## src/atapio_pkg.sv

```systemverilog
// Shared types and constants for the ATA PIO disk device core.
// No dependencies; imported by the core, the medium and the task-file modules.
package atapio_pkg;

  localparam int unsigned SECTOR_BITS_DEF = 10;

  localparam int unsigned WORDS_PER_SECTOR_BITS = 8;
  localparam int unsigned SECTOR_TOTAL_W = 11;
  localparam int unsigned CFG_DATA_W = 11;
  localparam int unsigned LBA_W = 28;

  // configuration register indexes
  localparam logic CFG_SECTOR_TOTAL = 1'b0;
  localparam logic CFG_DRIVE_PRESENT = 1'b1;

  // access kind
  localparam logic MODE_READ = 1'b0;
  localparam logic MODE_WRITE = 1'b1;

  typedef enum logic [2:0] {
    TF_DATA     = 3'd0,
    TF_ERROR    = 3'd1,
    TF_COUNT    = 3'd2,
    TF_LBA_LOW  = 3'd3,
    TF_LBA_MID  = 3'd4,
    TF_LBA_HIGH = 3'd5,
    TF_SELECT   = 3'd6,
    TF_STATUS   = 3'd7
  } tf_reg_e;

  typedef enum logic [1:0] {
    XK_IDLE  = 2'd0,
    XK_IDENT = 2'd1,
    XK_READ  = 2'd2,
    XK_WRITE = 2'd3
  } xfer_e;

  localparam logic [7:0] CMD_IDENTIFY = 8'hEC;
  localparam logic [7:0] CMD_READ_PIO = 8'h20;
  localparam logic [7:0] CMD_WRITE_PIO = 8'h30;

  localparam logic [7:0] ST_ERR = 8'h01;
  localparam logic [7:0] ST_DRQ = 8'h08;
  localparam logic [7:0] ST_RDY = 8'h40;
  localparam logic [7:0] ER_ABRT = 8'h04;
  localparam logic [7:0] ER_IDNF = 8'h10;

  localparam logic [7:0] SELECT_RESET = 8'hA0;
  localparam int unsigned SELECT_SLAVE_BIT = 4;

  localparam logic [7:0] ID_WORD_TOTAL = 8'd60;
  localparam logic [7:0] LAST_WORD = 8'hFF;
  localparam logic [8:0] FULL_COUNT = 9'd256;

  typedef struct packed {
    logic we;
    logic re;
  } mem_ctl_t;

  typedef struct packed {
    logic        from_mem;
    logic [15:0] data;
  } rd_t;

endpackage

```

## src/atapio_taskfile.sv

```systemverilog
// Task-file registers, command decode and transfer sequencing.
// Depends on atapio_pkg; drives the medium RAM request.
module atapio_taskfile
  import atapio_pkg::*;
#(
  parameter int unsigned SECTOR_BITS = SECTOR_BITS_DEF
) (
  input  logic                      clk_i,
  input  logic                      rst_ni,
  input  logic                      acc_i,
  input  logic                      mode_i,
  input  logic [2:0]                reg_index_i,
  input  logic [15:0]               write_data_i,
  input  logic                      cfg_we_i,
  input  logic                      cfg_index_i,
  input  logic [CFG_DATA_W-1:0]     cfg_wdata_i,
  output rd_t                       rd_o,
  output mem_ctl_t                  mem_ctl_o,
  output logic [SECTOR_BITS+WORDS_PER_SECTOR_BITS-1:0] mem_addr_o,
  output logic [15:0]               mem_wdata_o
);

  localparam int unsigned MEDIUM_SECTORS = 2 ** SECTOR_BITS;
  localparam int unsigned SUM_W = LBA_W + 1;

  logic [SECTOR_TOTAL_W-1:0] sector_total_q, sector_total_d;
  logic present_q, present_d;
  logic [7:0] count_q, count_d, lba_lo_q, lba_lo_d, lba_mid_q, lba_mid_d;
  logic [7:0] lba_hi_q, lba_hi_d, select_q, select_d;
  logic [7:0] error_q, error_d, status_q, status_d;
  xfer_e xfer_q, xfer_d;
  logic [7:0] word_q, word_d;
  logic [8:0] left_q, left_d;
  logic [LBA_W-1:0] tlba_q, tlba_d;

  tf_reg_e tf_reg;
  logic [7:0] wbyte;
  logic drive_on;
  logic adv;
  logic [LBA_W-1:0] cmd_lba;
  logic [8:0] cmd_cnt;
  logic [SUM_W-1:0] cmd_end, limit;
  logic range_err;

  assign tf_reg = tf_reg_e'(reg_index_i);
  assign wbyte = write_data_i[7:0];
  assign drive_on = present_q && !select_q[SELECT_SLAVE_BIT];

  assign cmd_lba = {select_q[3:0], lba_hi_q, lba_mid_q, lba_lo_q};
  assign cmd_cnt = (count_q == 8'd0) ? FULL_COUNT : {1'b0, count_q};
  assign cmd_end = {1'b0, cmd_lba} + SUM_W'(cmd_cnt);
  // usable total saturates at the medium size
  assign limit = (SUM_W'(sector_total_q) > SUM_W'(MEDIUM_SECTORS)) ?
                 SUM_W'(MEDIUM_SECTORS) : SUM_W'(sector_total_q);
  assign range_err = cmd_end > limit;

  // a data word moves this access
  always_comb begin
    adv = 1'b0;
    if (acc_i && tf_reg == TF_DATA) begin
      if (mode_i == MODE_WRITE) begin
        adv = (xfer_q == XK_WRITE);
      end else begin
        adv = (xfer_q == XK_IDENT) || (xfer_q == XK_READ);
      end
    end
  end

  // next state
  always_comb begin
    sector_total_d = sector_total_q;
    present_d = present_q;
    count_d = count_q;
    lba_lo_d = lba_lo_q;
    lba_mid_d = lba_mid_q;
    lba_hi_d = lba_hi_q;
    select_d = select_q;
    error_d = error_q;
    status_d = status_q;
    xfer_d = xfer_q;
    word_d = word_q;
    left_d = left_q;
    tlba_d = tlba_q;

    if (cfg_we_i) begin
      if (cfg_index_i == CFG_SECTOR_TOTAL) begin
        sector_total_d = cfg_wdata_i[SECTOR_TOTAL_W-1:0];
      end else begin
        present_d = cfg_wdata_i[0];
      end
    end

    if (adv) begin
      word_d = word_q + 8'd1;
      if (word_q == LAST_WORD) begin
        if (xfer_q == XK_IDENT) begin
          xfer_d = XK_IDLE;
          status_d = ST_RDY;
        end else begin
          tlba_d = tlba_q + LBA_W'(1);
          left_d = left_q - 9'd1;
          if (left_q == 9'd1) begin
            xfer_d = XK_IDLE;
            status_d = ST_RDY;
          end
        end
      end
    end

    if (acc_i && mode_i == MODE_WRITE) begin
      case (tf_reg)
        TF_COUNT:    count_d = wbyte;
        TF_LBA_LOW:  lba_lo_d = wbyte;
        TF_LBA_MID:  lba_mid_d = wbyte;
        TF_LBA_HIGH: lba_hi_d = wbyte;
        TF_SELECT:   select_d = wbyte;
        TF_STATUS: begin
          if (drive_on) begin
            xfer_d = XK_IDLE;
            word_d = 8'd0;
            left_d = 9'd0;
            error_d = 8'd0;
            if (wbyte == CMD_IDENTIFY) begin
              xfer_d = XK_IDENT;
              status_d = ST_RDY | ST_DRQ;
            end else if (wbyte != CMD_READ_PIO && wbyte != CMD_WRITE_PIO) begin
              error_d = ER_ABRT;
              status_d = ST_RDY | ST_ERR;
            end else if (range_err) begin
              error_d = ER_IDNF;
              status_d = ST_RDY | ST_ERR;
            end else begin
              xfer_d = (wbyte == CMD_READ_PIO) ? XK_READ : XK_WRITE;
              tlba_d = cmd_lba;
              left_d = cmd_cnt;
              status_d = ST_RDY | ST_DRQ;
            end
          end
        end
        default: ;
      endcase
    end
  end

  // outputs: register value and medium request
  always_comb begin
    rd_o = '0;
    mem_ctl_o = '0;
    mem_addr_o = {tlba_q[SECTOR_BITS-1:0], word_q};
    mem_wdata_o = write_data_i;
    if (acc_i && mode_i == MODE_WRITE) begin
      mem_ctl_o.we = adv;
    end else if (acc_i) begin
      case (tf_reg)
        TF_DATA: begin
          if (xfer_q == XK_READ) begin
            rd_o.from_mem = 1'b1;
            mem_ctl_o.re = 1'b1;
          end else if (xfer_q == XK_IDENT && word_q == ID_WORD_TOTAL) begin
            rd_o.data = 16'(sector_total_q);
          end
          // word 61 carries the high half of the total, always zero here
        end
        TF_ERROR:    rd_o.data = {8'd0, error_q};
        TF_COUNT:    rd_o.data = {8'd0, count_q};
        TF_LBA_LOW:  rd_o.data = {8'd0, lba_lo_q};
        TF_LBA_MID:  rd_o.data = {8'd0, lba_mid_q};
        TF_LBA_HIGH: rd_o.data = {8'd0, lba_hi_q};
        TF_SELECT:   rd_o.data = {8'd0, select_q};
        TF_STATUS:   rd_o.data = drive_on ? {8'd0, status_q} : 16'd0;
        default: ;
      endcase
    end
  end

  always_ff @(posedge clk_i or negedge rst_ni) begin
    if (!rst_ni) begin
      sector_total_q <= SECTOR_TOTAL_W'(1024);
      present_q <= 1'b1;
      count_q <= 8'd0;
      lba_lo_q <= 8'd0;
      lba_mid_q <= 8'd0;
      lba_hi_q <= 8'd0;
      select_q <= SELECT_RESET;
      error_q <= 8'd0;
      status_q <= ST_RDY;
      xfer_q <= XK_IDLE;
      word_q <= 8'd0;
      left_q <= 9'd0;
      tlba_q <= '0;
    end else begin
      sector_total_q <= sector_total_d;
      present_q <= present_d;
      count_q <= count_d;
      lba_lo_q <= lba_lo_d;
      lba_mid_q <= lba_mid_d;
      lba_hi_q <= lba_hi_d;
      select_q <= select_d;
      error_q <= error_d;
      status_q <= status_d;
      xfer_q <= xfer_d;
      word_q <= word_d;
      left_q <= left_d;
      tlba_q <= tlba_d;
    end
  end

  a_drq_tracks_xfer: assert property (@(posedge clk_i) disable iff (!rst_ni)
    ((xfer_q != XK_IDLE) == ((status_q & ST_DRQ) != 8'd0)))
    else $error("DRQ out of step with transfer state");

  a_sectors_left: assert property (@(posedge clk_i) disable iff (!rst_ni)
    (xfer_q == XK_READ || xfer_q == XK_WRITE) |-> (left_q != 9'd0))
    else $error("sector transfer running with no sectors left");

  a_mem_one_op: assert property (@(posedge clk_i) disable iff (!rst_ni)
    !(mem_ctl_o.we && mem_ctl_o.re))
    else $error("medium read and write in the same cycle");

endmodule
```

## config.mk

```make
export PLATFORM = sky130hd
export DESIGN_NAME = atapio_taskfile
export DESIGN_NICKNAME = d
export VERILOG_FILES = /design/src/atapio_pkg.sv /design/src/atapio_taskfile.sv
export SDC_FILE = /design/constraint.sdc
export NUM_CORES = 1
export LEC_CHECK = 0
export BUFFER_PORTS_ARGS = -buffer_cell sky130_fd_sc_hd__buf_4
export CORE_UTILIZATION = 58
export DETAILED_ROUTE_END_ITERATION = 8
export HOLD_SLACK_MARGIN = 0.02
export PLACE_DENSITY = 0.93
export SLEW_MARGIN = 20
export SYNTH_ARGS = -nofsm -noshare
export SYNTH_HDL_FRONTEND = slang
export SYNTH_SLANG_ARGS = --single-unit
```

## constraint.sdc

```tcl
create_clock -name clk_i -period 6.1 [get_ports clk_i]
set_clock_uncertainty 0.05 [all_clocks]
set_input_delay 0.915 -clock clk_i [delete_from_list [all_inputs] [get_ports clk_i]]
set_output_delay 0.915 -clock clk_i [all_outputs]
set_load 0.05 [all_outputs]
```

### After elaboration in Yosys (flattened, before gate mapping)

Index checks and enable logic that the tools add are counted.

| operators by class | value |
|---|---|
| multiplexer cells | 61 |
| reduce and logical (&&, ||, !) cells | 17 |
| magnitude comparators | 2 |
| bitwise gates (word level) | 1 |
| add/subtract/negate cells | 4 |
| equal/unequal tests | 17 |

Operators by type and width:

| operator | number |
|---|---|
| 2-to-1 mux 28 bit | 9 |
| case mux 16 bit (8 select lines) | 1 |
| 2-to-1 mux 8 bit | 12 |
| 2-to-1 mux 9 bit | 10 |
| 2-to-1 mux 17 bit | 2 |
| 2-to-1 mux 11 bit | 3 |
| adder 28 x 9 -> 29 bit | 1 |
| > comparator 29 x 11 -> 1 bit | 1 |
| adder 28 x 1 -> 28 bit (second input constant) | 1 |
| 2-to-1 mux 2 bit | 10 |
| == test 8 x 6 -> 1 bit (second input constant) | 2 |
| == test 8 bit (second input constant) | 2 |
| != test 8 x 6 -> 1 bit (second input constant) | 2 |
| 2-to-1 mux 5 bit | 3 |
| AND reduction 2 bit | 7 |
| == test 3 bit (second input constant) | 4 |
| 2-to-1 mux 4 bit | 3 |
| > comparator 11 bit (second input constant) | 1 |
| == test 9 x 1 -> 1 bit (second input constant) | 1 |
| subtractor 9 x 1 -> 9 bit (second input constant) | 1 |
| adder 8 x 1 -> 8 bit (second input constant) | 1 |
| zero test 8 bit | 1 |
| 2-to-1 mux 1 bit | 8 |
| == test 3 x 2 -> 1 bit (second input constant) | 2 |
| 9 further kinds | 14 |

| storage, ports and cells | value |
|---|---|
| output and inout bits | 53 |
| bits in registers | 115 |
| input port bits | 36 |
| logic and storage cells | 115 |

### Longest topological paths before layout

Gate-level depths: netlist of run 1.

| depth | value |
|---|---|
| depth in word-level cells | 11 |
| depth in mapped cells | 19 |
| gate-level depth less buffers | 16 |

### Worst setup path after synthesis of run 1

No wires, ideal clock.

| timing path | value |
|---|---|
| path kind | reg-to-reg |
| from | reg count_q[4] |
| to | reg tlba_q[4] |
| clock period less this slack | 4.242 ns |
| arrival | 4.067 ns |
| cell stages (with the launch flop) | 19 |
| buffers on the path | 2 |
| setup slack | 1.858 ns |
| setup time | 0.125 ns |
| required time | 5.925 ns |
| cells stage by stage | dfrtp_1 or4_1 nor2_1 ha_1 and3_1 nand2_1 a21oi_1 nor2_1 xnor2_1 ha_1 a2111oi_0 o21ai_0 o21ai_0 a22oi_1 nor4b_1 and4_1 buf_6 buf_12 mux2_4 |

| between the ends | value |
|---|---|
| longest elaborated chain between the ends | 10 |

Ends and longest elaborated chain:

| item | RTL line | source |
|---|---|---|
| from (decl) | atapio_taskfile.sv:28 | `logic [7:0] count_q, count_d, lba_lo_q, lba_lo_d, lba_mid_q, lba_mid_d;` |
| from (signal assigned) | atapio_taskfile.sv:194 | `count_q <= count_d;` |
| zero test 8 bit | atapio_taskfile.sv:50 | `assign cmd_cnt = (count_q == 8'd0) ? FULL_COUNT : {1'b0, count_q};` |
| 2-to-1 mux 9 bit (*) | atapio_taskfile.sv:50 |  |
| adder 28 x 9 -> 29 bit (*) | atapio_taskfile.sv:51 | `assign cmd_end = {1'b0, cmd_lba} + SUM_W'(cmd_cnt);` |
| > comparator 29 x 11 -> 1 bit (*) | atapio_taskfile.sv:55 | `assign range_err = cmd_end > limit;` |
| 2-to-1 mux 28 bit (*) | atapio_taskfile.sv:129 | `end else if (range_err) begin` |
| 2-to-1 mux 28 bit (*) | atapio_taskfile.sv:126 | `end else if (wbyte != CMD_READ_PIO && wbyte != CMD_WRITE_PIO) begin` |
| 2-to-1 mux 28 bit (*) | atapio_taskfile.sv:123 | `if (wbyte == CMD_IDENTIFY) begin` |
| 2-to-1 mux 28 bit (*) | atapio_taskfile.sv:118 | `if (drive_on) begin` |
| 2-to-1 mux 28 bit (*) | atapio_taskfile.sv:111 | `case (tf_reg)` |
| 2-to-1 mux 28 bit (*) | atapio_taskfile.sv:110 | `if (acc_i && mode_i == MODE_WRITE) begin` |
| net tlba_d[4] | atapio_taskfile.sv:34 | `logic [LBA_W-1:0] tlba_q, tlba_d;` |
| to (signal assigned) | atapio_taskfile.sv:204 | `tlba_q <= tlba_d;` |
| to (decl) | atapio_taskfile.sv:34 |  |

Mark *: on every way through the listed nets, which the timed path passes. The rest lies on a longest branch.
A chain may end at the register's enable or synchronous reset.

### Worst setup path in the final report of run 1

| timing path | value |
|---|---|
| from | reg count_q[4] |
| to | reg tlba_q[3] |

Same word-level chain as after synthesis.

==> impl_metrics.csv, run 1 <==
group,metric,value,unit
run_status,status,"finished clean",
global_routing,grt_antenna_before_repair,0,
route,drt-initial-drc-count,447,
yosys,synthCells,623,
final_layout,area_delta_synth_final,9.94,%
power_and_ir_drop,power_density,293,nW/um^2
global_routing,grt_max_degree,66,
route,wl,16.5,mm
yosys,synth.distinct_cells,71,
global_routing,overflow,0,
yosys,seq_area_frac_synth,37.9,%
critical_path,required,6.31,ns
route,avgViaCountPerCell,6.55,
floorplan,die_h,104,um
yosys,netlist_area,6030,um^2
route,drc,0,
timing,min_period_over_period,89.0,%
timing,fin_ws,0.673,ns
place,portBuffers,67,
critical_path,endpoint_kind,"flop",
power_and_ir_drop,leakage,2.96,nW
clock_tree,cts_buffers,9,
route,vias,5196,
floorplan,dieArea,10800,um^2
final_layout,fin_cells,793,
place,place_ws,0.771,ns
run,drv_cap,0,
clock_tree,cts_root_buf,"clkbuf_8",
route,wl_per_cell,20.8,um
clock_tree,cts_tree,"done",
timing,clock.fmax,0.184,GHz
power_and_ir_drop,pwr-share-clk,21.8,%
timing,fin_tns_setup,0,ns
floorplan,pin_count,89,
yosys,yosysTopAreaCell,"dfrtp_1",
floorplan,core_region_area,9910,um^2
clock_tree,htreeDepth,3,
yosys,synth_area_per_cell,9.68,um^2
floorplan,floorplan.initialDensity,60.8,%
floorplan,dieWidth,104,um
final_layout,final_area,6630,um^2
place,dp_hpwl,12.4,mm
power_and_ir_drop,switching_share,39.0,%
clock_tree,cts.clk_slew.worst_paths,0.09,ns
final_layout,final_util,66.9,%
route,drtPass1Iterations,7,
yosys,synthArstFlopShare,100,%
critical_path,cp_max_fo,14,
global_routing,gr-usage-met1,42.7,%
floorplan,num_rows,36,
place,post_dp_cell_area,6420,um^2
final_layout,drive_gt1_share,24.5,%
yosys,synth_area_leaders,"dfrtp_1 (36%), mux2_2 (9.3%), ha_1 (5.8%)",
timing,fin_crit,5.43,ns
power_and_ir_drop,share_seq_of_total_power,43.4,%
global_routing,grt_use_total,31.5,%
clock_tree,insertion_delay,0.37,ns
timing,tightest_slew,0.943,ns
clock_tree,cts_sinks,91,
global_routing,grt_first_pass_wirelength,26.7,mm
yosys,yosysTopAreaCellShare,35.7,%
final_layout,antenna_cells,0,
place,place_congestion,0.955,
critical_path,crit_type,"reg2reg",
critical_path,crit_arrival,5.63,ns
place,dp_cells,777,
timing,slew_violations,0,
power_and_ir_drop,p_int,0.00119,W
timing,slew_headroom,37.0,%
yosys,synth_warnings,0,
clock_tree,postCtsSetupRepairBufs,0,
clock_tree,clk_path_buf_depth,2,
yosys,ys_ff_latch,91,
critical_path,reg2regPathDepth,16,
final_layout,fillers,750,
route,drtAntennaViolNets,0,
global_routing,use_met2,50.3,%
critical_path,reg2reg_slack,0.67,ns
yosys,ys.flop_type,"dfrtp_1",
yosys,synth_edf_count,0,
clock_tree,cts_resized,0,
global_routing,grt_pass1_vias,5010,
clock_tree,hold_buffers,0,
timing,hold_viol_final,0,
timing,grt_setup_unrepaired,"false",
final_layout,multi_input_area,3370,um^2
power_and_ir_drop,pwr-share-comb,34.8,%
global_routing,grt_busiest_layer,"met2",
critical_path,start_kind,"flop",
power_and_ir_drop,power.switching,0.000757,W
final_layout,final_net_count,720,
hold_path,min_path_type,"in2async",
power_and_ir_drop,ir_worst_vdd,0.000201,V
timing,setup_viol,0,
global_routing,grtUsageMet3,5.95,%
final_layout,seqCellArea,2280,um^2
[state kept, by name, summed over array words and instances (netlist names)]
register / cells
select_q: 8
error_q: 2
present_q: 1
tlba_q: 10
lba_lo_q: 8
sector_total_q: 11
status_q: 8
lba_hi_q: 8
word_q: 8
xfer_q: 2
left_q: 9
lba_mid_q: 8
count_q: 8
[metrics by stage]
step | power [W] | hold slack, ns
after global placement | 0.00148 | 0.435
final | 0.00194 | 0.389
after CTS | 0.00193 | 0.391
after floorplan | 0.00131 | 0.416
after global routing | 0.00205 | 0.410
after detailed placement | 0.00151 | 0.444
[layout by cell type, fill, tap and decap left out, types with 3 or more instances in the layout]
| master | netlist | layout |
|---|---|---|
| dfrtp_1 | 86 | 86 |
| buf_4 | 22 | 70 |
| nand2_1 | 68 | 68 |
| mux2_2 | 50 | 50 |
| o21ai_0 | 32 | 32 |
| ha_1 | 28 | 28 |
| nor2_1 | 25 | 25 |
| xnor2_1 | 22 | 22 |
| inv_1 | 22 | 22 |
| nand3_1 | 22 | 22 |
| a21oi_1 | 21 | 21 |
| and3_1 | 14 | 14 |
| nor3_1 | 12 | 11 |
| clkbuf_8 | 0 | 10 |
| xor2_1 | 9 | 9 |
| nor2b_1 | 9 | 9 |
| nand4_1 | 9 | 9 |
| mux2i_1 | 9 | 9 |
| a21o_1 | 8 | 8 |
| a222oi_1 | 8 | 8 |
| a22o_1 | 7 | 7 |
| a31oi_1 | 6 | 6 |
| nor4_1 | 6 | 6 |
| mux2_4 | 6 | 6 |
| and2_1 | 5 | 5 |
| nand2b_1 | 5 | 5 |
| nor4b_1 | 5 | 5 |
| o22ai_1 | 5 | 5 |
| conb_1 | 1 | 5 |
| dfstp_2 | 5 | 5 |
| a211oi_1 | 4 | 4 |
| and4_1 | 4 | 4 |
| or4_1 | 4 | 4 |
| or3_1 | 4 | 4 |
| a221oi_1 | 4 | 4 |
| a31o_2 | 3 | 3 |
| nor3b_1 | 3 | 3 |
| a22oi_1 | 3 | 3 |
| clkinvlp_4 | 0 | 3 |
[power by group through the flow]
stage | clock network [W] | registers [W] | logic (W)
after detailed placement | 0 | 0.000846 | 0.000660
after floorplan | 0 | 0.000786 | 0.000521
after global placement | 0 | 0.000841 | 0.000641
final | 0.000423 | 0.000842 | 0.000676
after CTS | 0.000429 | 0.000835 | 0.000665
after global routing | 0.000450 | 0.000852 | 0.000748
[critical path: stages (launching register included)]
cell       delay, ns
dfrtp_1         0.44
or4_1           0.52
nor2_1          0.24
ha_1            0.30
and3_1          0.27
nand2_1         0.07
a21oi_1         0.29
nor2_1          0.14
xnor2_1         0.16
ha_1            0.24
a2111oi_0       0.35
o21ai_0         0.15
o21ai_0         0.10
a22oi_1         0.09
nor4b_1         0.68
and4_1          0.79
mux2_2          0.42
[logic make-up after synthesis]
family | synth area share [%]
compound gates | 13.7
xor+xnor | 4.50
fa+ha+maj | 6.14
buf+inv | 6.60
flops | 37.9
mux | 12.3
other cells | 0.0622
simple gates | 18.8
[final timing paths]
| kind | to | from |
|---|---|---|
| max | tlba_q[3] | count_q[4] |
| min | word_q[1] | rst_ni |
| max reg2reg | tlba_q[3] | count_q[4] |
| min reg2reg | status_q[6] | status_q[6] |
| max in group asynchronous | error_q[4] | rst_ni |
| min in group clk_i | status_q[6] | status_q[6] |
[synth_stat cells (9+ instances only)]
library cell	count
buf_4	22
nand3_1	22
and3_1	14
mux2_2	50
ha_1	28
mux2i_1	9
clkbuf_1	20
dfrtp_1	86
nand2_1	68
xnor2_1	22
inv_1	22
xor2_1	9
o21ai_0	32
nor2b_1	9
nand4_1	9
nor2_1	25
nor3_1	12
a21oi_1	21
[area by class of cell]
| type | count | share of cell area [%] |
|---|---|---|
| Clock buffer | 11 | 2.13 |
| Clock inverter | 5 | 0.925 |
| Inverter | 22 | 1.25 |
| Multi-Input combinational cell | 461 | 50.8 |
| Sequential cell | 91 | 34.4 |
| Tap cell | 133 | 2.51 |
| Timing Repair Buffer | 70 | 7.93 |
[per-layer routing]
metal | up-vias | part of all wire [%]
met5 | - | 0
met4 | 0 | 2.7
met3 | 39 | 8.6
met2 | 310 | 47
met1 | 2541 | 42
li1 | 2306 | -
Power figures use the tool's default switching activity.
==> run 2: changes to the inputs <==
- BUFFER_PORTS_ARGS: -buffer_cell sky130_fd_sc_hd__buf_4 -> -buffer_cell sky130_fd_sc_hd__buf_2
==> impl_metrics.csv, run 2 (synthesized netlist as in run 1, its figures left out) <==
group,metric,value,unit
place,portBuffers,67,
floorplan,floorplan.initialDensity,60.8,%
route,drt-initial-drc-count,536,
floorplan,num_rows,36,
clock_tree,htreeDepth,3,
final_layout,area_delta_synth_final,7.59,%
place,dp_cells,776,
route,drtPass1Iterations,9,
route,drtAntennaViolNets,0,
timing,min_period_over_period,88.0,%
final_layout,reg.largest.list,"sector_total_q (11), tlba_q (10), left_q (9)",
critical_path,path_buf_inv,0,
global_routing,overflow,0,
clock_tree,cts.clk_slew.worst_paths,0.10,ns
power_and_ir_drop,switching_share,39.1,%
final_layout,final_area,6490,um^2
timing,clock.fmax,0.186,GHz
floorplan,dieArea,10800,um^2
final_layout,final_net_count,719,
clock_tree,postCtsSetupRepairBufs,0,
critical_path,required,6.31,ns
clock_tree,clk_path_buf_depth,2,
clock_tree,insertion_delay,0.37,ns
critical_path,cp_max_fo,14,
run_status,status,"finished clean",
global_routing,grt_first_pass_wirelength,26.4,mm
clock_tree,cts_buffers,9,
hold_path,min_path_type,"in2async",
power_and_ir_drop,share_seq_of_total_power,42.3,%
route,wl_per_cell,20.9,um
route,drc,0,
route,wl,16.6,mm
final_layout,mostFrequentLayoutCells,"dfrtp_1 (86), nand2_1 (68), buf_2 (66)",
clock_tree,cts_tree,"done",
clock_tree,cts_sinks,91,
route,vias,5133,
timing,fin_crit,5.37,ns
clock_tree,cts_root_buf,"clkbuf_8",
power_and_ir_drop,power_density,307,nW/um^2
power_and_ir_drop,ir_worst_vdd,0.000179,V
global_routing,grt_pass1_vias,4945,
timing,hold_ws,0.335,ns
global_routing,grt_max_degree,76,
critical_path,crit_arrival,5.58,ns
critical_path,cp_slowest_stage_delay,0.77,ns
timing,slew_violations,0,
global_routing,grt_antenna_before_repair,0,
final_layout,layout_commonest_cell,"dfrtp_1",
critical_path,start_kind,"flop",
critical_path,crit_type,"reg2reg",
floorplan,core_region_area,9910,um^2
global_routing,grt_use_total,31.3,%
final_layout,largest_reg_flops,11,
clock_tree,hold_buffers,0,
final_layout,top_register,"sector_total_q",
timing,slew_headroom,34.3,%
final_layout,fin_cells,792,
critical_path,critPathTopFamily,"simple AND/OR/NAND/NOR gates",
place,post_dp_cell_area,6250,um^2
floorplan,die_h,104,um
final_layout,drive_gt1_share,24.7,%
power_and_ir_drop,power.switching,0.000779,W
power_and_ir_drop,leakage,2.95,nW
floorplan,pin_count,89,
critical_path,worstPathCellList,"or4_1 > nor2_1 > ha_1 > and3_1 > nand2_1 > a21oi_1 > nor2_1 > xnor2_1 > ha_1 > a2111oi_0 > o21ai_0 > o21ai_0 > a22oi_1 > nor4b_1 > and4_1 > mux2_2",
power_and_ir_drop,p_int,0.00121,W
timing,setup_viol,0,
power_and_ir_drop,pwr-share-comb,33.7,%
timing,grt_setup_unrepaired,"false",
timing,tightest_slew,0.983,ns
run,drv_cap,0,
place,dp_hpwl,12.4,mm
place,place_congestion,0.948,
final_layout,antenna_cells,0,
critical_path,endpoint_kind,"flop",
route,avgViaCountPerCell,6.48,
timing,hold_viol_final,0,
critical_path,cp_slowest_cell,"and4_1",
power_and_ir_drop,pwr-share-clk,23.9,%
timing,fin_tns_setup,0,ns
clock_tree,cts_resized,0,
floorplan,dieWidth,104,um
==> run 2: cell count changes in the layout (fill, tap and decap cells not counted) <==
cell,before,now
bufinv_16,1,2
clkbuf_1,1,0
clkinvlp_4,3,1
inv_6,1,3
clkbuf_8,10,9
nor3_1,11,10
nor3_2,1,2
buf_2,0,66
inv_8,0,1
buf_4,70,3
==> run 2: power by group through the flow <==
stage / registers (W) / clock network (W) / logic [W]
6_report: 0.000844 / 0.000477 / 0.000673
5_1_grt: 0.000854 / 0.000503 / 0.000741
4_1_cts: 0.000836 / 0.000482 / 0.000661
3_5_place_dp: 0.000847 / 0 / 0.000655
3_3_place_gp: 0.000843 / 0 / 0.000628
2_1_floorplan: 0.000786 / 0 / 0.000521
==> run 2: routing by layer <==
| layer | global-route usage [%] | share of wire [%] |
|---|---|---|
| met1 | 42.1 | 41 |
| met2 | 48.9 | 46 |
| met3 | 7.46 | 9.8 |
| met4 | 12.1 | 3.0 |
| met5 | 0 | 0 |
==> run 2: path summary, 6_finish.rpt <==
check / from / end / slack [ns] / cells after the start
worst min-delay path: rst_ni / word_q[7] / 0.34 / 1
max in group asynchronous: rst_ni / lba_hi_q[6] / 4.49 / 2
min in group clk_i: status_q[6] / status_q[6] / 0.47 / 1
worst max-delay path: count_q[4] / tlba_q[2] / 0.73 / 16
worst max register to register: count_q[4] / tlba_q[2] / 0.73 / 16
worst min register to register: status_q[6] / status_q[6] / 0.47 / 1
==> run 2: layout make-up <==
type / count / area, um^2
clock inverter: 7 / 105
sequential: 91 / 2280
tap: 133 / 166
clock buffer: 9 / 124
multi-input combinational: 461 / 3370
inverter: 22 / 82.6
fill: 816 / 3420
timing repair buffer: 69 / 353
==> run 2: through the flow <==
| stage | setup slack (ns) | util [%] | total power [W] |
|---|---|---|---|
| after floorplan | 1.86 | - | 0.00131 |
| after detailed placement | 0.759 | 63.1 | 0.00150 |
| after CTS | 0.731 | 65.4 | 0.00198 |
| final | 0.734 | 65.5 | 0.00199 |
| after global routing | 0.311 | 65.5 | 0.00210 |
| after global placement | 0.982 | 63.1 | 0.00147 |
